## src/sv/mf_pkg.sv

```systemverilog
package mf_pkg;

  // APB address width: one 32-bit register at byte address 0
  localparam int unsigned AddrW         = 2;
  localparam int unsigned RegMaxPayload = 0;

  localparam logic [15:0] PayloadReset = 16'd1024;

  // queue between front and back
  localparam int unsigned QueueDepth = 2;

  // fragment count fits 16 bits once the limit check passed: one quotient bit per step
  localparam int unsigned DivSteps = 16;

  typedef enum logic [1:0] {
    ST_OK       = 2'd0,
    ST_EMPTY    = 2'd1,
    ST_TOO_MANY = 2'd2
  } status_e;

  typedef enum logic [1:0] {
    FR_IDLE,
    FR_DIV,
    FR_PUSH
  } front_e;

  // classified word handed from front to back
  typedef struct packed {
    logic [7:0]  data_byte;
    logic [31:0] length;
    logic        start;
    status_e     status;
    logic [15:0] payload;
    logic [15:0] count;
  } cmd_t;

  typedef struct packed {
    logic [31:0] msg_id;
    logic [15:0] frag_index;
    logic [15:0] fragment_count;
    logic [31:0] msg_bytes;
    logic [15:0] fragment_bytes;
    logic [7:0]  payload_byte;
    logic        first_in_fragment;
    logic        last_in_fragment;
    status_e     status;
  } res_t;

endpackage

```

## src/sv/mf_if.sv

```systemverilog
interface mf_in_if;
  logic        valid;
  logic        ready;
  logic [7:0]  data_byte;
  logic [31:0] message_length;
  logic        start_of_message;

  modport source (output valid, data_byte, message_length, start_of_message, input ready);
  modport sink   (input valid, data_byte, message_length, start_of_message, output ready);
endinterface

interface mf_out_if;
  logic        valid;
  logic        ready;
  logic [31:0] msg_id;
  logic [15:0] frag_index;
  logic [15:0] fragment_count;
  logic [31:0] msg_bytes;
  logic [15:0] fragment_bytes;
  logic [7:0]  payload_byte;
  logic        first_in_fragment;
  logic        last_in_fragment;
  logic [1:0]  status;

  modport source (output valid, msg_id, frag_index, fragment_count, msg_bytes,
                  fragment_bytes, payload_byte, first_in_fragment, last_in_fragment,
                  status, input ready);
  modport sink   (input valid, msg_id, frag_index, fragment_count, msg_bytes,
                  fragment_bytes, payload_byte, first_in_fragment, last_in_fragment,
                  status, output ready);
endinterface

```

## src/sv/message_fragmenter.sv

```systemverilog
// Message fragmenter.
// msg_i takes one message byte per word with the message length and a start
// flag; frag_o gives one word per payload byte, tagged with message id,
// fragment index/count, total size, fragment size and first/last marks, or
// a single error word for an empty message or one needing over 65535
// fragments (its remaining bytes are then dropped). max_payload is set over
// the APB port at address 0 and is sampled on each start byte.
// Throughput: a continuation byte is taken every cycle while the front is idle
// and the queue is not full. A good start byte holds msg_i while the fragment
// count is worked out: a ceiling division done by a 16-step shift-subtract
// divider in the front, one quotient bit a cycle. Empty and oversized starts
// go straight to the queue. A continuation byte passes the queue, then the
// output register; a good start byte passes the divider first.
// A queue of QueueDepth words parts front and back, so the front keeps
// taking bytes while a result waits in the output register; when frag_o
// stalls, the queue fills and then msg_i.ready drops.
// Reset clears all message state, sets the next id to 1 and max_payload to
// 1024; no item is in flight after reset.
module message_fragmenter #(
  parameter int unsigned QueueDepth = mf_pkg::QueueDepth
) (
  input  logic                     clk_i,
  input  logic                     rst_ni,
  mf_in_if.sink                    msg_i,
  mf_out_if.source                 frag_o,
  input  logic                     psel,
  input  logic                     penable,
  input  logic                     pwrite,
  input  logic [mf_pkg::AddrW-1:0] paddr,
  input  logic [31:0]              pwdata,
  output logic [31:0]              prdata,
  output logic                     pready
);

  logic [15:0]  max_payload_q;
  logic         sel_reg, cfg_wr;
  logic         push, full, q_valid, pop;
  mf_pkg::cmd_t push_cmd, q_cmd;

  assign sel_reg = paddr == mf_pkg::AddrW'(mf_pkg::RegMaxPayload * 4);
  assign pready  = 1'b1;
  assign cfg_wr  = psel && penable && pwrite && pready && sel_reg;
  assign prdata  = sel_reg ? {16'd0, max_payload_q} : 32'd0;

  always_ff @(posedge clk_i or negedge rst_ni) begin
    if (!rst_ni) begin
      max_payload_q <= mf_pkg::PayloadReset;
    end else if (cfg_wr) begin
      max_payload_q <= pwdata[15:0];
    end
  end

  mf_front u_front (
    .clk_i         (clk_i),
    .rst_ni        (rst_ni),
    .msg_i         (msg_i),
    .max_payload_i (max_payload_q),
    .full_i        (full),
    .push_o        (push),
    .push_cmd_o    (push_cmd)
  );

  mf_queue #(
    .Depth (QueueDepth)
  ) u_queue (
    .clk_i       (clk_i),
    .rst_ni      (rst_ni),
    .push_i      (push),
    .push_data_i (push_cmd),
    .full_o      (full),
    .pop_i       (pop),
    .valid_o     (q_valid),
    .data_o      (q_cmd)
  );

  mf_back u_back (
    .clk_i     (clk_i),
    .rst_ni    (rst_ni),
    .q_valid_i (q_valid),
    .q_cmd_i   (q_cmd),
    .pop_o     (pop),
    .frag_o    (frag_o)
  );

endmodule

```

## src/sv/mf_front.sv

```systemverilog
module mf_front (
  input  logic           clk_i,
  input  logic           rst_ni,
  mf_in_if.sink          msg_i,
  input  logic [15:0]    max_payload_i,
  input  logic           full_i,
  output logic           push_o,
  output mf_pkg::cmd_t   push_cmd_o
);

  localparam int unsigned CntW = $clog2(mf_pkg::DivSteps);

  mf_pkg::front_e state_q, state_d;
  mf_pkg::cmd_t   cmd_q, in_cmd;
  logic [32:0]    rem_q, dsr_q;
  logic [15:0]    quo_q;
  logic [CntW-1:0] cnt_q;

  logic [15:0] pay;
  logic [31:0] limit;
  logic        accept, needs_div, ge;

  assign pay   = (max_payload_i == 16'd0) ? 16'd1 : max_payload_i;
  // largest length that still fits in 65535 fragments: pay * 65535
  assign limit = {pay, 16'h0000} - {16'h0000, pay};

  always_comb begin
    in_cmd.data_byte = msg_i.data_byte;
    in_cmd.length    = msg_i.message_length;
    in_cmd.start     = msg_i.start_of_message;
    in_cmd.payload   = pay;
    in_cmd.count     = 16'd0;
    if (!msg_i.start_of_message) begin
      in_cmd.status = mf_pkg::ST_OK;
    end else if (msg_i.message_length == 32'd0) begin
      in_cmd.status = mf_pkg::ST_EMPTY;
    end else if (msg_i.message_length > limit) begin
      in_cmd.status = mf_pkg::ST_TOO_MANY;
    end else begin
      in_cmd.status = mf_pkg::ST_OK;
    end
  end

  assign needs_div   = in_cmd.start && (in_cmd.status == mf_pkg::ST_OK);
  assign msg_i.ready = (state_q == mf_pkg::FR_IDLE) && !full_i;
  assign accept      = msg_i.valid && msg_i.ready;
  assign ge          = rem_q >= dsr_q;

  always_comb begin
    state_d    = state_q;
    push_o     = 1'b0;
    push_cmd_o = in_cmd;
    case (state_q)
      mf_pkg::FR_IDLE: begin
        if (accept) begin
          if (needs_div) begin
            state_d = mf_pkg::FR_DIV;
          end else begin
            push_o = 1'b1;
          end
        end
      end
      mf_pkg::FR_DIV: begin
        if (cnt_q == CntW'(mf_pkg::DivSteps - 1)) begin
          state_d = mf_pkg::FR_PUSH;
        end
      end
      mf_pkg::FR_PUSH: begin
        push_cmd_o       = cmd_q;
        push_cmd_o.count = quo_q;
        push_o           = !full_i;
        if (!full_i) begin
          state_d = mf_pkg::FR_IDLE;
        end
      end
      default: begin
        state_d = mf_pkg::FR_IDLE;
      end
    endcase
  end

  always_ff @(posedge clk_i or negedge rst_ni) begin
    if (!rst_ni) begin
      state_q <= mf_pkg::FR_IDLE;
      cnt_q   <= '0;
    end else begin
      state_q <= state_d;
      if (accept && needs_div) begin
        cnt_q <= '0;
      end else if (state_q == mf_pkg::FR_DIV) begin
        cnt_q <= cnt_q + 1'b1;
      end
    end
  end

  // restoring division of (len + pay - 1) by pay, quotient MSB first
  always_ff @(posedge clk_i) begin
    if (accept && needs_div) begin
      cmd_q <= in_cmd;
      rem_q <= {1'b0, in_cmd.length} + {17'd0, pay} - 33'd1;
      dsr_q <= {2'b00, pay, 15'd0};
    end else if (state_q == mf_pkg::FR_DIV) begin
      if (ge) begin
        rem_q <= rem_q - dsr_q;
      end
      quo_q <= {quo_q[14:0], ge};
      dsr_q <= dsr_q >> 1;
    end
  end

endmodule

```

## src/sv/mf_queue.sv

```systemverilog
module mf_queue #(
  parameter int unsigned Depth = mf_pkg::QueueDepth
) (
  input  logic         clk_i,
  input  logic         rst_ni,
  input  logic         push_i,
  input  mf_pkg::cmd_t push_data_i,
  output logic         full_o,
  input  logic         pop_i,
  output logic         valid_o,
  output mf_pkg::cmd_t data_o
);

  localparam int unsigned PtrW = (Depth > 1) ? $clog2(Depth) : 1;
  localparam int unsigned CntW = $clog2(Depth + 1);

  mf_pkg::cmd_t    mem [Depth];
  logic [PtrW-1:0] wr_q, rd_q;
  logic [CntW-1:0] cnt_q;
  logic            do_push, do_pop;

  assign full_o  = cnt_q == CntW'(Depth);
  assign valid_o = cnt_q != '0;
  assign data_o  = mem[rd_q];
  assign do_push = push_i && !full_o;
  assign do_pop  = pop_i && valid_o;

  always_ff @(posedge clk_i or negedge rst_ni) begin
    if (!rst_ni) begin
      wr_q  <= '0;
      rd_q  <= '0;
      cnt_q <= '0;
    end else begin
      if (do_push) begin
        wr_q <= (wr_q == PtrW'(Depth - 1)) ? '0 : wr_q + 1'b1;
      end
      if (do_pop) begin
        rd_q <= (rd_q == PtrW'(Depth - 1)) ? '0 : rd_q + 1'b1;
      end
      if (do_push && !do_pop) begin
        cnt_q <= cnt_q + 1'b1;
      end else if (do_pop && !do_push) begin
        cnt_q <= cnt_q - 1'b1;
      end
    end
  end

  always_ff @(posedge clk_i) begin
    if (do_push) begin
      mem[wr_q] <= push_data_i;
    end
  end

endmodule

```

## src/sv/mf_back.sv

```systemverilog
module mf_back (
  input  logic         clk_i,
  input  logic         rst_ni,
  input  logic         q_valid_i,
  input  mf_pkg::cmd_t q_cmd_i,
  output logic         pop_o,
  mf_out_if.source     frag_o
);

  logic [31:0] next_id_q, next_id_d;
  logic [31:0] active_id_q, active_id_d;
  logic [31:0] total_q, total_d;
  logic [15:0] frag_cnt_q, frag_cnt_d;
  logic [15:0] cur_frag_q, cur_frag_d;
  logic [31:0] left_msg_q, left_msg_d;
  logic [15:0] left_frag_q, left_frag_d;
  logic [15:0] frag_size_q, frag_size_d;
  logic [15:0] pay_q, pay_d;
  logic        drop_q, drop_d;
  logic        out_valid_q, out_valid_d;
  mf_pkg::res_t res_q, res_d;
  logic        emit, go;

  assign pop_o = q_valid_i && (!out_valid_q || frag_o.ready);

  always_comb begin
    next_id_d   = next_id_q;
    active_id_d = active_id_q;
    total_d     = total_q;
    frag_cnt_d  = frag_cnt_q;
    cur_frag_d  = cur_frag_q;
    left_msg_d  = left_msg_q;
    left_frag_d = left_frag_q;
    frag_size_d = frag_size_q;
    pay_d       = pay_q;
    drop_d      = drop_q;
    res_d       = res_q;
    emit        = 1'b0;
    go          = 1'b0;

    if (pop_o) begin
      if (q_cmd_i.start) begin
        left_msg_d  = 32'd0;
        left_frag_d = 16'd0;
        drop_d      = 1'b0;
        case (q_cmd_i.status)
          mf_pkg::ST_EMPTY: begin
            emit         = 1'b1;
            res_d        = '0;
            res_d.status = mf_pkg::ST_EMPTY;
          end
          mf_pkg::ST_TOO_MANY: begin
            emit            = 1'b1;
            drop_d          = 1'b1;
            res_d           = '0;
            res_d.msg_bytes = q_cmd_i.length;
            res_d.status    = mf_pkg::ST_TOO_MANY;
          end
          default: begin
            go          = 1'b1;
            active_id_d = next_id_q;
            next_id_d   = next_id_q + 32'd1;
            pay_d       = q_cmd_i.payload;
            total_d     = q_cmd_i.length;
            frag_cnt_d  = q_cmd_i.count;
            cur_frag_d  = 16'd0;
            left_msg_d  = q_cmd_i.length;
            frag_size_d = (q_cmd_i.length < {16'd0, q_cmd_i.payload}) ?
                          q_cmd_i.length[15:0] : q_cmd_i.payload;
            left_frag_d = frag_size_d;
          end
        endcase
      end else if (!drop_q && left_msg_q != 32'd0 && left_frag_q != 16'd0) begin
        go = 1'b1;
      end

      if (go) begin
        emit                    = 1'b1;
        res_d.msg_id            = active_id_d;
        res_d.frag_index        = cur_frag_d;
        res_d.fragment_count    = frag_cnt_d;
        res_d.msg_bytes         = total_d;
        res_d.fragment_bytes    = frag_size_d;
        res_d.payload_byte      = q_cmd_i.data_byte;
        res_d.first_in_fragment = left_frag_d == frag_size_d;
        res_d.last_in_fragment  = left_frag_d == 16'd1;
        res_d.status            = mf_pkg::ST_OK;
        left_frag_d = left_frag_d - 16'd1;
        left_msg_d  = left_msg_d - 32'd1;
        // open the next fragment
        if (left_frag_d == 16'd0 && left_msg_d != 32'd0) begin
          cur_frag_d  = cur_frag_d + 16'd1;
          frag_size_d = (left_msg_d < {16'd0, pay_d}) ? left_msg_d[15:0] : pay_d;
          left_frag_d = frag_size_d;
        end
      end
    end

    if (emit) begin
      out_valid_d = 1'b1;
    end else if (frag_o.ready) begin
      out_valid_d = 1'b0;
    end else begin
      out_valid_d = out_valid_q;
    end
  end

  always_ff @(posedge clk_i or negedge rst_ni) begin
    if (!rst_ni) begin
      next_id_q   <= 32'd1;
      active_id_q <= '0;
      total_q     <= '0;
      frag_cnt_q  <= '0;
      cur_frag_q  <= '0;
      left_msg_q  <= '0;
      left_frag_q <= '0;
      frag_size_q <= '0;
      pay_q       <= '0;
      drop_q      <= 1'b0;
      out_valid_q <= 1'b0;
    end else begin
      next_id_q   <= next_id_d;
      active_id_q <= active_id_d;
      total_q     <= total_d;
      frag_cnt_q  <= frag_cnt_d;
      cur_frag_q  <= cur_frag_d;
      left_msg_q  <= left_msg_d;
      left_frag_q <= left_frag_d;
      frag_size_q <= frag_size_d;
      pay_q       <= pay_d;
      drop_q      <= drop_d;
      out_valid_q <= out_valid_d;
    end
  end

  always_ff @(posedge clk_i) begin
    if (emit) begin
      res_q <= res_d;
    end
  end

  assign frag_o.valid             = out_valid_q;
  assign frag_o.msg_id            = res_q.msg_id;
  assign frag_o.frag_index        = res_q.frag_index;
  assign frag_o.fragment_count    = res_q.fragment_count;
  assign frag_o.msg_bytes         = res_q.msg_bytes;
  assign frag_o.fragment_bytes    = res_q.fragment_bytes;
  assign frag_o.payload_byte      = res_q.payload_byte;
  assign frag_o.first_in_fragment = res_q.first_in_fragment;
  assign frag_o.last_in_fragment  = res_q.last_in_fragment;
  assign frag_o.status            = res_q.status;

  a_frag_le_size: assert property (@(posedge clk_i) disable iff (!rst_ni)
    left_frag_q <= frag_size_q)
    else $error("fragment bytes left exceed fragment size");

  a_frag_le_msg: assert property (@(posedge clk_i) disable iff (!rst_ni)
    {16'd0, left_frag_q} <= left_msg_q)
    else $error("fragment bytes left exceed message bytes left");

  a_ok_start_clears_drop: assert property (@(posedge clk_i) disable iff (!rst_ni)
    (pop_o && q_cmd_i.start && q_cmd_i.status == mf_pkg::ST_OK) |=> !drop_q)
    else $error("dropping still set after a good start word");

  a_index_in_range: assert property (@(posedge clk_i) disable iff (!rst_ni)
    (left_msg_q != 32'd0) |-> (cur_frag_q < frag_cnt_q))
    else $error("fragment index beyond fragment count");

  a_error_fields_zero: assert property (@(posedge clk_i) disable iff (!rst_ni)
    (out_valid_q && res_q.status != mf_pkg::ST_OK) |->
      (res_q.msg_id == 32'd0 && res_q.payload_byte == 8'd0 &&
       res_q.fragment_count == 16'd0))
    else $error("error word carries header fields");

endmodule
```

## src/flat_wrapper.sv

```systemverilog
// flat-port wrapper written by rule: the top's interface ports become plain ports
module message_fragmenter_flat 
#(
  parameter int unsigned QueueDepth = mf_pkg::QueueDepth
)
  (clk_i, rst_ni, psel, penable, pwrite, paddr, pwdata, prdata, pready, msg_i_valid, msg_i_data_byte, msg_i_message_length, msg_i_start_of_message, msg_i_ready, frag_o_valid, frag_o_msg_id, frag_o_frag_index, frag_o_fragment_count, frag_o_msg_bytes, frag_o_fragment_bytes, frag_o_payload_byte, frag_o_first_in_fragment, frag_o_last_in_fragment, frag_o_status, frag_o_ready);
  mf_in_if msg_i_i ();
  mf_out_if frag_o_i ();
  input  logic clk_i;
  input  logic rst_ni;
  input  logic psel;
  input  logic penable;
  input  logic pwrite;
  input  logic [mf_pkg::AddrW-1:0] paddr;
  input  logic [31:0] pwdata;
  output logic [31:0] prdata;
  output logic pready;
  input wire logic [$bits(msg_i_i.valid)-1:0] msg_i_valid;
  input wire logic [$bits(msg_i_i.data_byte)-1:0] msg_i_data_byte;
  input wire logic [$bits(msg_i_i.message_length)-1:0] msg_i_message_length;
  input wire logic [$bits(msg_i_i.start_of_message)-1:0] msg_i_start_of_message;
  output wire logic [$bits(msg_i_i.ready)-1:0] msg_i_ready;
  output wire logic [$bits(frag_o_i.valid)-1:0] frag_o_valid;
  output wire logic [$bits(frag_o_i.msg_id)-1:0] frag_o_msg_id;
  output wire logic [$bits(frag_o_i.frag_index)-1:0] frag_o_frag_index;
  output wire logic [$bits(frag_o_i.fragment_count)-1:0] frag_o_fragment_count;
  output wire logic [$bits(frag_o_i.msg_bytes)-1:0] frag_o_msg_bytes;
  output wire logic [$bits(frag_o_i.fragment_bytes)-1:0] frag_o_fragment_bytes;
  output wire logic [$bits(frag_o_i.payload_byte)-1:0] frag_o_payload_byte;
  output wire logic [$bits(frag_o_i.first_in_fragment)-1:0] frag_o_first_in_fragment;
  output wire logic [$bits(frag_o_i.last_in_fragment)-1:0] frag_o_last_in_fragment;
  output wire logic [$bits(frag_o_i.status)-1:0] frag_o_status;
  input wire logic [$bits(frag_o_i.ready)-1:0] frag_o_ready;
  assign msg_i_i.valid = msg_i_valid;
  assign msg_i_i.data_byte = msg_i_data_byte;
  assign msg_i_i.message_length = msg_i_message_length;
  assign msg_i_i.start_of_message = msg_i_start_of_message;
  assign msg_i_ready = msg_i_i.ready;
  assign frag_o_valid = frag_o_i.valid;
  assign frag_o_msg_id = frag_o_i.msg_id;
  assign frag_o_frag_index = frag_o_i.frag_index;
  assign frag_o_fragment_count = frag_o_i.fragment_count;
  assign frag_o_msg_bytes = frag_o_i.msg_bytes;
  assign frag_o_fragment_bytes = frag_o_i.fragment_bytes;
  assign frag_o_payload_byte = frag_o_i.payload_byte;
  assign frag_o_first_in_fragment = frag_o_i.first_in_fragment;
  assign frag_o_last_in_fragment = frag_o_i.last_in_fragment;
  assign frag_o_status = frag_o_i.status;
  assign frag_o_i.ready = frag_o_ready;
  message_fragmenter #(.QueueDepth(QueueDepth)) u_core (.clk_i(clk_i), .rst_ni(rst_ni), .msg_i(msg_i_i), .frag_o(frag_o_i), .psel(psel), .penable(penable), .pwrite(pwrite), .paddr(paddr), .pwdata(pwdata), .prdata(prdata), .pready(pready));
endmodule
```

## config.mk

```make
export PLATFORM = sky130hd
export DESIGN_NAME = message_fragmenter_flat
export DESIGN_NICKNAME = d
export VERILOG_FILES = /design/src/sv/mf_pkg.sv /design/src/sv/mf_if.sv /design/src/sv/message_fragmenter.sv /design/src/sv/mf_front.sv /design/src/sv/mf_queue.sv /design/src/sv/mf_back.sv /design/src/flat_wrapper.sv
export SDC_FILE = /design/constraint.sdc
export NUM_CORES = 1
export LEC_CHECK = 0
export BUFFER_PORTS_ARGS = -buffer_cell sky130_fd_sc_hd__buf_2
export CAP_MARGIN = 10
export CORE_AREA = 5 5 255 257
export DETAILED_ROUTE_END_ITERATION = 16
export DIE_AREA = 0 0 260 262
export GPL_ROUTABILITY_DRIVEN = 0
export PLACE_DENSITY_LB_ADDON = 0.25
export SETUP_SLACK_MARGIN = 0.3
export SYNTH_ARGS = -nofsm -noshare
export SYNTH_HDL_FRONTEND = slang
export SYNTH_SLANG_ARGS = --single-unit
```

## constraint.sdc

```tcl
create_clock -name clk_i -period 12.4 [get_ports clk_i]
set_input_delay 2.48 -clock clk_i [delete_from_list [all_inputs] [get_ports clk_i]]
set_output_delay 2.48 -clock clk_i [all_outputs]
set_load 0.1 [all_outputs]
```

Word-level counts from Yosys, hierarchy flattened

Memory sizes are Yosys's and may differ from the RTL's.
Cells that the tools add are included.

Flip-flop bits (word level): 499
Output and inout port bits: 159
Memory bits (writable): 150
Bits of input ports: 82
Word-level logic and storage cells: 182
Memories: 1

Reductions and logical operators: 44
$lt $le $gt $ge: 4
Add/subtract/negate cells: 13
Multiplexer cells: 71
Bitwise operators: 2
Eq/ne operators: 12

Memories:

| memory             | words | width | rd ports | clocked after memory_dff | write ports | line           | source |
|---|---|---|---|---|---|---|---|
| u_core.u_queue.mem | 2     | 75    | 1        | 0                        | 1           | mf_queue.sv:17 | `mf_pkg::cmd_t mem [Depth];` |

Operator list:

| kind                    | number |
|---|---|
| $mux W16                | 24 |
| $mux W32                | 8 |
| $mux W124               | 2 |
| $pmux W124 S2           | 1 |
| $mux W33                | 3 |
| $mux W75                | 1 |
| $lt A32 B16 Y1          | 2 |
| $reduce_bool A32 Y1     | 2 |
| $mux W31                | 2 |
| $add A32 B16 Y33        | 1 |
| $ge A33 B31 Y1          | 1 |
| $sub A33 B1 Y33 const B | 1 |
| $sub A33 B31 Y33        | 1 |
| $add A32 B1 Y32 const B | 1 |
| $gt A32 B32 Y1          | 1 |
| $logic_not A16 Y1       | 2 |
| $logic_not A32 Y1       | 1 |
| $sub A32 B1 Y32 const B | 1 |
| $sub A32 B16 Y32        | 1 |
| $mux W2                 | 9 |
| $mux W1                 | 17 |
| $add A16 B1 Y16 const B | 1 |
| $eq A16 B1 Y1 const B   | 1 |
| $eq A16 B16 Y1          | 1 |
| other kinds (24)        | 61 |

Depth between registers and ports, before layout

Gate-level depths: netlist (run 1).

Depth in word-level cells: 17
Depth in mapped cells: 35
Gate-level depth less buffers: 29

By module

A second synthesis (run 1) with hierarchy kept.

Cells, all modules: 3,294
Area, all modules: 35,240.0 um2

Modules (own cells, without submodules):

| module             | times used | cells each | area each (um2) | seq. area each (um2) |
|---|---|---|---|---|
| mf_back            | 1          | 1,784      | 17,682.0        | 8,979.9 |
| mf_front           | 1          | 1,186      | 10,881.7        | 4,174.0 |
| mf_queue           | 1          | 252        | 5,764.3         | 4,604.4 |
| message_fragmenter | 1          | 72         | 912.1           | 401.6 |

Worst setup path before layout (run 1)

Ideal clock, no wire load.

Path type: reg2reg
From: reg u_core.max_payload_q[2]
To: mem u_core.u_queue.mem[0][0] (netlist name), enable pin
Path slack: 653 ps
Library setup time: 693 ps
Cell stages (with the launch flop): 22
Buffers on the path: 1
Data required time: 11,707 ps
Period minus slack after synthesis: 11,747 ps
Arrival: 11,054 ps
Cells stage by stage: dfrtp_1 > clkbuf_1 > nor4_1 > a31oi_1 > ha_1 > nand3_1 > nor3_1 > nand2b_1 > inv_1 > and2_1 > nand2_1 > xnor2_1 > ha_1 > nand4_1 > or2_2 > nor3_1 > inv_1 > a31oi_1 > o21a_1 > o21a_1 > nor2_1 > nor4_1

RTL lines:

| what                   | line                     | source |
|---|---|---|
| from (decl)            | message_fragmenter.sv:35 | `logic [15:0] max_payload_q;` |
| from (signal assigned) | message_fragmenter.sv:47 | `max_payload_q <= mf_pkg::PayloadReset;` |
| from (signal assigned) | message_fragmenter.sv:49 | `max_payload_q <= pwdata[15:0];` |
| to (decl)              | mf_queue.sv:17           |  |

Worst setup path in the final report (run 1)

From: reg u_core.u_queue.rd_q
To: reg u_core.u_back.frag_size_q[2]

Word-level cells in the longest chain between the ends: 11
Elaborated cells between the ends (all ways): 30
Classes of those cells: add/sub: 2; order compare: 2; eq/ne: 2; mux: 19; reduce/logical: 4; memory: 1

Ends and longest elaborated chain:

| what                                                          | line                         | source |
|---|---|---|
| from (decl)                                                   | mf_queue.sv:18               | `logic [PtrW-1:0] wr_q, rd_q;` |
| from (signal assigned)                                        | mf_queue.sv:38               | `rd_q <= (rd_q == PtrW'(Depth - 1)) ? '0 : rd_q + 1'b1;` |
| $mem_v2 Z2 W75 *                                              | --                           |  |
| $eq A2 B2 Y1 (tied with other cells)                          | mf_back.sv:46                | `case (q_cmd_i.status)` |
| $reduce_or A2 Y1 (no line) / $mux W16 (equally long branches) | --                           |  |
| $mux W32 / $mux W16 (equally long branches)                   | mf_back.sv:46                |  |
| $mux W32 / $mux W16 (equally long branches)                   | mf_back.sv:42                | `if (q_cmd_i.start) begin` |
| $mux W32 / $mux W16 (equally long branches)                   | mf_back.sv:41                | `if (pop_o) begin` |
| $sub A32 B1 Y32 / $sub A16 B1 Y16 (equally long branches)     | mf_back.sv:89, mf_back.sv:88 |  |
| $lt A32 B16 Y1 (tied with other cells)                        | mf_back.sv:93                | `frag_size_d = (left_msg_d < {16'd0, pay_d}) ? left_msg_d[15:0] : pay_d;` |
| $mux W16 / $logic_and A1 B1 Y1 (equally long branches)        | mf_back.sv:93, mf_back.sv:91 |  |
| $mux W16                                                      | mf_back.sv:91                | `if (left_frag_d == 16'd0 && left_msg_d != 32'd0) begin` |
| $mux W16 *                                                    | mf_back.sv:77                | `if (go) begin` |
| to (signal assigned)                                          | mf_back.sv:129               | `frag_size_q <= frag_size_d;` |
| to (decl)                                                     | mf_back.sv:17                | `logic [15:0] frag_size_q, frag_size_d;` |

Mark *: on every way between the ends. The rest lies on a longest branch, timed or not. The select of a mux whose other input is x is not followed.
A chain may end at the register's enable or synchronous reset.

==> results of run 1 <==
per-stage QoR:
stage               util (%)  instances
floorplan                  -       3295
global placement        57.1       4193
detailed placement      57.1       4193
CTS                     60.9       4324
global route            60.9       4325
finish                  60.9       4328
how the worst max path moves through the flow:
stage / from / end / slack, ns / depth (start not counted)
final: u_core.u_queue.rd_q$_DFFE_PN0P_ / u_core.u_back.frag_size_q[2]$_DFFE_PN0P_ / 3.57 / 18
after global routing: u_core.u_queue.rd_q$_DFFE_PN0P_ / u_core.u_back.frag_size_q[15]$_DFFE_PN0P_ / 3.25 / 18
after CTS: u_core.u_queue.rd_q$_DFFE_PN0P_ / u_core.u_back.frag_size_q[12]$_DFFE_PN0P_ / 3.64 / 18
after detailed placement: u_core.u_queue.rd_q$_DFFE_PN0P_ / u_core.u_back.frag_size_q[9]$_DFFE_PN0P_ / 3.74 / 18
after global placement: u_core.u_queue.rd_q$_DFFE_PN0P_ / u_core.u_back.frag_size_q[15]$_DFFE_PN0P_ / 3.85 / 18
after floorplan: u_core.max_payload_q[2]$_DFFE_PN0P_ / u_core.u_queue.mem[0][0]$_DFFE_PP_ / 0.65 / 21
critical path, cell delays in order (launching register included):
cell and delay (ns):
dfrtp_4 0.75, buf_4 0.65, mux2_2 0.41, ha_1 0.27, buf_4 0.25, and3b_1 0.52, a221oi_1 0.84, ha_1 0.31
o21ai_0 0.12, or4_1 0.59, or4_1 0.72, or4_1 0.52, a2111oi_1 0.48, nand4_1 0.36, nor4_2 0.67, and4bb_4 0.34
nand3_4 0.34, mux2_2 0.38, o21ai_0 0.13
power groups by stage:
stage	clock network, mW	registers [mW]	logic [mW]
after detailed placement	0	3.57	5.83
after CTS	2.20	3.54	5.85
after global placement	0	3.55	5.67
after global routing	2.30	3.60	6.36
after floorplan	0	4.93	3.14
final	2.16	3.54	5.91
final cells by class:
class                      count  area [µm²]
inverter                     189         714
tap                          846        1060
sequential                   649       18200
timing repair buffer         241        1330
clock inverter                40         480
antenna                        3        7.51
clock buffer                  91        1900
fill                        4966       24400
multi-input combinational   2269       14400
flip-flops by register name (all words and copies together), names as in the netlist, 4 cells and up:
| register | cells |
|---|---|
| u_core.max_payload_q | 16 |
| u_core.u_back.active_id_q | 32 |
| u_core.u_back.cur_frag_q | 16 |
| u_core.u_back.frag_cnt_q | 16 |
| u_core.u_back.frag_o.frag_index | 16 |
| u_core.u_back.frag_o.fragment_bytes | 16 |
| u_core.u_back.frag_o.fragment_count | 16 |
| u_core.u_back.frag_o.msg_bytes | 32 |
| u_core.u_back.frag_o.msg_id | 32 |
| u_core.u_back.frag_o.payload_byte | 8 |
| u_core.u_back.frag_size_q | 16 |
| u_core.u_back.left_frag_q | 16 |
| u_core.u_back.left_msg_q | 32 |
| u_core.u_back.next_id_q | 32 |
| u_core.u_back.pay_q | 16 |
| u_core.u_back.total_q | 32 |
| u_core.u_front.cmd_q | 59 |
| u_core.u_front.cnt_q | 4 |
| u_core.u_front.dsr_q | 31 |
| u_core.u_front.quo_q | 16 |
| u_core.u_front.rem_q | 33 |
| u_core.u_queue.mem | 150 |
cells by family (layout without fill, tap and decap cells):
group           count (synthesis)  in the layout  synth area share [%]
simple gates                 1067           1067                  14.7
compound gates                750            750                  13.7
flops                         649            649                  53.4
buf+inv                       377            561                  4.56
fa+ha+maj                     161            161                  5.97
xor+xnor                      160            160                  4.12
mux                           114            114                  3.49
other cells                     2             20                0.0221
metal layers:
metal,vias to the layer above,track usage (%),wire (µm)
met3,250,4.47,6780
met1,12400,34.5,36500
met5,-,0,30
li1,12000,-,-
met4,6,11.9,4090
met2,1170,42.2,42200
placed cells by master (no fill, tap or decap), drive strengths merged, types with 43 or more instances in the layout:
| cell | n |
|---|---|
| buf | 241 |
| and2 | 44 |
| nand2 | 477 |
| nor2 | 166 |
| ha | 159 |
| nand4 | 43 |
| a21o | 43 |
| o21ai | 287 |
| xnor2 | 111 |
| nand3 | 77 |
| inv | 191 |
| clkbuf | 91 |
| edfxtp | 398 |
| a22o | 44 |
| nor3 | 82 |
| a21oi | 164 |
| mux2i | 84 |
| dfrtp | 234 |
| xor2 | 49 |
==> run_results.csv, run 1 <==
group,metric,value,unit
status,status,"complete, no violations",
routing,viasPerCell,5.99,
critical_path,arrival,9.37,ns
grt,grt_pass1_vias,25400,
worst_hold_path,min_from,"u_core.u_front.quo_q[11]$_DFFE_PP_",
sta,final-max-slew-violation-count,0,
clock_tree,cts_hold_buf,0,
cells_and_area,syn_to_final_growth,12.0,%
critical_path,reg2reg_from,"u_core.u_queue.rd_q$_DFFE_PN0P_",
sta,max_freq,0.113,GHz
cells_and_area,fin_area,38100,µm²
clock_tree,clkSlewWorstSetupHoldPaths,0.06,ns
yosys,ys.flop_type,"edfxtp_1",
pwr,comb_power_share,50.9,%
clock_tree,cts_setup_buffers,0,
grt,grtUsageTotal,26.0,%
yosys,synth_commonest_cells,"475 x nand2_1, 398 x edfxtp_1, 274 x o21ai_0, 234 x dfrtp_1, 184 x inv_1",
placed_design,port_buffers,207,
floorplan,rows,92,
routing,firstDrtPassIters,6,
yosys,synth_top_cell_area_share,35.1,%
cells_and_area,fin_nets,3664,
sta,setup_violations,0,
floorplan,core,62500,µm²
yosys,synth_edf_count,398,
yosys,syn-cell-area,34000,µm²
pwr,p_leak,15.8,nW
sta,relSlewSlack,26.9,%
clock_tree,root_buffer,"clkbuf_16",
critical_path,endpoint_kind,"flip-flop",
placed_design,place_area,35700,µm²
yosys,yosys_warnings,0,
sta,skew,0.0176,ns
floorplan,dieArea,68100,µm²
critical_path,r2r-end,"u_core.u_back.frag_size_q[2]$_DFFE_PN0P_",
critical_path,required,12.95,ns
yosys,synth_seq_area_share,53.4,%
routing,postRouteAntennaNets,0,
critical_path,r2r_cells,18,
sta,setup-tns-final,0,ns
pwr,sw_frac_of_total,47.9,%
sta,final_hold_viol_count,0,
grt,antenna_found_initial,7,
pwr,p_seq_share,30.5,%
pwr,power.switching,5.57,mW
routing,wl,89600,µm
pwr,p_int,6.05,mW
pwr,clkPwrFrac,18.6,%
placed_design,dpl.hpwl,62600,µm
routing,first_iter_violations,2627,
sta,holdWs,0.434,ns
critical_path,startpoint_type,"flip-flop",
yosys,yosysMostFrequentCell,"nand2_1",
yosys,yosysTopAreaCell,"edfxtp_1",
critical_path,critPathMaxFanout,52,
yosys,syn_inst,3280,
pwr,peakVddDrop,0.184,mV
yosys,async_flop_share,36.4,%
sta,fin_crit_sh,71.2,%
cells_and_area,drive_above_1_share,12.2,%
floorplan,dieWidth,260,µm
yosys,synth-seq-cells,649,
routing,drc_errors,0,
floorplan,dieHeight,262,µm
clock_tree,post_cts_resized,0,
clock_tree,cts_tree,"built",
routing,vias,25900,
floorplan,initial_core_util,54.4,%
sta,setup_ws,3.57,ns
pwr,cellPowerDensity,305,nW/µm²
job,maxCapViolCount,0,
worst_hold_path,whs_path_depth,0,
critical_path,rrSetupSlack,3.57,ns
worst_hold_path,min_to,"u_core.u_front.quo_q[12]$_DFFE_PP_",
sta,worst_pin_slew,1.10,ns
sta,min_period,8.83,ns
grt,grt_first_pass_wirelength,140000,µm
placed_design,post-place-ws,3.74,ns
clock_tree,numClockSinks,649,
clock_tree,htree_levels,3,
routing,routedWlPerCell,20.7,µm
worst_hold_path,min_path_type,"flip-flop to flip-flop",
grt,grt_max_degree,131,
yosys,synth_cell_types,92,
clock_tree,cts_buffers,71,
yosys,ys_top_cells_by_area,"edfxtp_1 35%, dfrtp_1 17%, ha_1 5.8%",
clock_tree,clk_latency,0.63,ns
clock_tree,clock_path_buffers,3,
critical_path,path_class,"flip-flop to flip-flop",
floorplan,pin_count,241,
sta,rsz0062_at_grt,"false",
grt,grt.overflow.total,0,
yosys,syn_avg_cell_area,10.4,µm²
pwr,p_total,11.6,mW
Power figures use the tool's default switching activity.
==> inputs of run 2 (changes only) <==
==> constraint.sdc (replaced) <==
create_clock -name clk_i -period 7.7 [get_ports clk_i]
set_input_delay 1.54 -clock clk_i [delete_from_list [all_inputs] [get_ports clk_i]]
set_output_delay 1.54 -clock clk_i [all_outputs]
set_load 0.1 [all_outputs]
==> run_results.csv, run 2 (synthesis results as in run 1) <==
group,metric,value,unit
floorplan,dieWidth,260,µm
routing,wl,88800,µm
critical_path,critPathLaunch,"u_core.u_queue.rd_q$_DFFE_PN0P_",
sta,max_freq,0.144,GHz
pwr,comb_power_share,51.5,%
floorplan,initial_core_util,54.4,%
placed_design,port_buffers,207,
clock_tree,clkSlewWorstSetupHoldPaths,0.06,ns
pwr,clkPwrFrac,18.2,%
sta,setup-tns-final,0,ns
clock_tree,htree_levels,3,
pwr,peakVddDrop,0.329,mV
grt,grtUsageTotal,25.6,%
pwr,p_seq_share,30.3,%
cells_and_area,largest_reg_flops,150,
pwr,sw_frac_of_total,47.9,%
sta,relSlewSlack,33.2,%
routing,vias,26000,
critical_path,startpoint_type,"flip-flop",
pwr,p_total,18.7,mW
cells_and_area,final_util,61.3,%
status,status,"complete, no violations",
grt,grt_first_pass_wirelength,139000,µm
sta,fin_crit_sh,90.0,%
clock_tree,root_buffer,"clkbuf_16",
pwr,p_int,9.73,mW
routing,first_iter_violations,2906,
routing,routedWlPerCell,20.4,µm
sta,final-max-slew-violation-count,0,
cells_and_area,final_common_cell,"nand2_1",
cells_and_area,nFillCells,5009,
routing,viasPerCell,5.96,
clock_tree,cts_tree,"built",
sta,rsz0062_at_grt,"false",
placed_design,dpl.hpwl,63600,µm
pwr,cellPowerDensity,488,nW/µm²
grt,grt_pass1_vias,25300,
critical_path,arrival,7.47,ns
grt,antenna_found_initial,9,
cells_and_area,final_cell_mix,"473 x nand2_1, 398 x edfxtp_1, 274 x o21ai_0",
critical_path,required,8.23,ns
floorplan,dieArea,68100,µm²
cells_and_area,top_regs,"u_core.u_queue.mem: 150 flops, u_core.u_front.cmd_q: 59 flops, u_core.u_front.rem_q: 33 flops",
worst_hold_path,min_from,"u_core.u_front.quo_q[8]$_DFFE_PP_",
sta,setup_violations,0,
clock_tree,clock_path_buffers,3,
cells_and_area,drive_above_1_share,12.9,%
cells_and_area,top_register,"u_core.u_queue.mem",
sta,final_hold_viol_count,0,
cells_and_area,fin_nets,3691,
cells_and_area,syn_to_final_growth,12.6,%
critical_path,critPathMaxFanout,66,
routing,firstDrtPassIters,8,
pwr,power.switching,8.96,mW
grt,grt_max_degree,137,
sta,min_period,6.93,ns
routing,drc_errors,0,
clock_tree,cts_buffers,71,
critical_path,reg2reg_from,"u_core.u_queue.rd_q$_DFFE_PN0P_",
floorplan,rows,92,
worst_hold_path,min_path_type,"flip-flop to flip-flop",
critical_path,endpoint_kind,"flip-flop",
clock_tree,cts_setup_buffers,0,
clock_tree,clk_latency,0.63,ns
clock_tree,numClockSinks,649,
critical_path,path_class,"flip-flop to flip-flop",
grt,grt.overflow.total,0,
floorplan,pin_count,241,
job,maxCapViolCount,0,
sta,skew,0.0301,ns
pwr,p_leak,15.9,nW
floorplan,core,62500,µm²
sta,worst_pin_slew,0.999,ns
routing,postRouteAntennaNets,0,
floorplan,dieHeight,262,µm
## run 2: what timing repair did
item / CTS / global route
setup endpoints to repair: 0 / 14
hold endpoints to repair: 0 / 0
gates resized for setup: 0 / 1
hold buffers: 0 / 0
## run 2: area by class of cell
type | instances | area [µm²] | area share [%]
Sequential cell | 649 | 18200 | 47.4
Multi-Input combinational cell | 2269 | 14500 | 37.8
Clock inverter | 38 | 422 | 1.10
Antenna cell | 5 | 12.5 | 0.0327
Timing Repair Buffer | 268 | 1560 | 4.07
Clock buffer | 94 | 1900 | 4.97
Tap cell | 846 | 1060 | 2.76
Inverter | 189 | 714 | 1.87
## run 2: metrics by stage
step | cell area (µm²) | cells | setup WS, ns | hold slack (ns)
final | 38300 | 4358 | 0.768 | 0.437
after global routing | 38300 | 4356 | 0.445 | 0.450
after CTS | 38300 | 4353 | 0.736 | 0.437
after detailed placement | 35900 | 4221 | 0.765 | 0.427
after global placement | 35900 | 4221 | 0.968 | 0.427
after floorplan | 34100 | 3295 | 0.305 | 0.417
## run 2: layer usage
| metal | track usage, % | routed length [µm] | up-vias |
|---|---|---|---|
| li1 | - | - | 12100 |
| met1 | 33.7 | 36000 | 12400 |
| met2 | 42.1 | 41700 | 1196 |
| met3 | 3.82 | 6440 | 280 |
| met4 | 12.6 | 4560 | 8 |
| met5 | 0 | 48 | - |
## run 2: path summary, 6_finish.rpt
| path | end | cells past startpoint | slack (ns) |
|---|---|---|---|
| hold / removal | u_core.u_front.quo_q[9]$_DFFE_PP_ | 0 | 0.44 |
| setup / recovery | u_core.u_back.cur_frag_q[15]$_DFFE_PN0P_ | 15 | 0.77 |
| hold reg to reg | u_core.u_front.quo_q[9]$_DFFE_PP_ | 0 | 0.44 |
| setup reg to reg | u_core.u_back.cur_frag_q[15]$_DFFE_PN0P_ | 15 | 0.77 |
| max in group asynchronous | u_core.u_back.active_id_q[9]$_DFFE_PN0P_ | 2 | 5.52 |
| min in group asynchronous | u_core.u_back.total_q[19]$_DFFE_PN0P_ | 1 | 0.97 |
## run 2: critical path, cell delays in order (launching register included)
cell and delay [ns]:
dfrtp_4 0.44, buf_6 0.54, buf_4 0.56, mux2i_1 0.46
nand3_1 0.13, nor4_1 0.55, and3_1 0.51, nand2_2 0.29
a221oi_2 0.54, nand4b_1 0.34, nor3_1 0.59, a21boi_0 0.28
nor4_2 0.66, nand2_2 0.30, nor4_1 0.45, xnor2_1 0.16
## run 2: power by group through the flow
stage | sequential [mW] | combinational (mW) | clock (mW)
finish | 5.67 | 9.63 | 3.39
global route | 5.76 | 10.3 | 3.62
CTS | 5.66 | 9.56 | 3.46
detailed placement | 5.71 | 9.52 | 0
global placement | 5.68 | 9.26 | 0
floorplan | 7.93 | 5.08 | 0
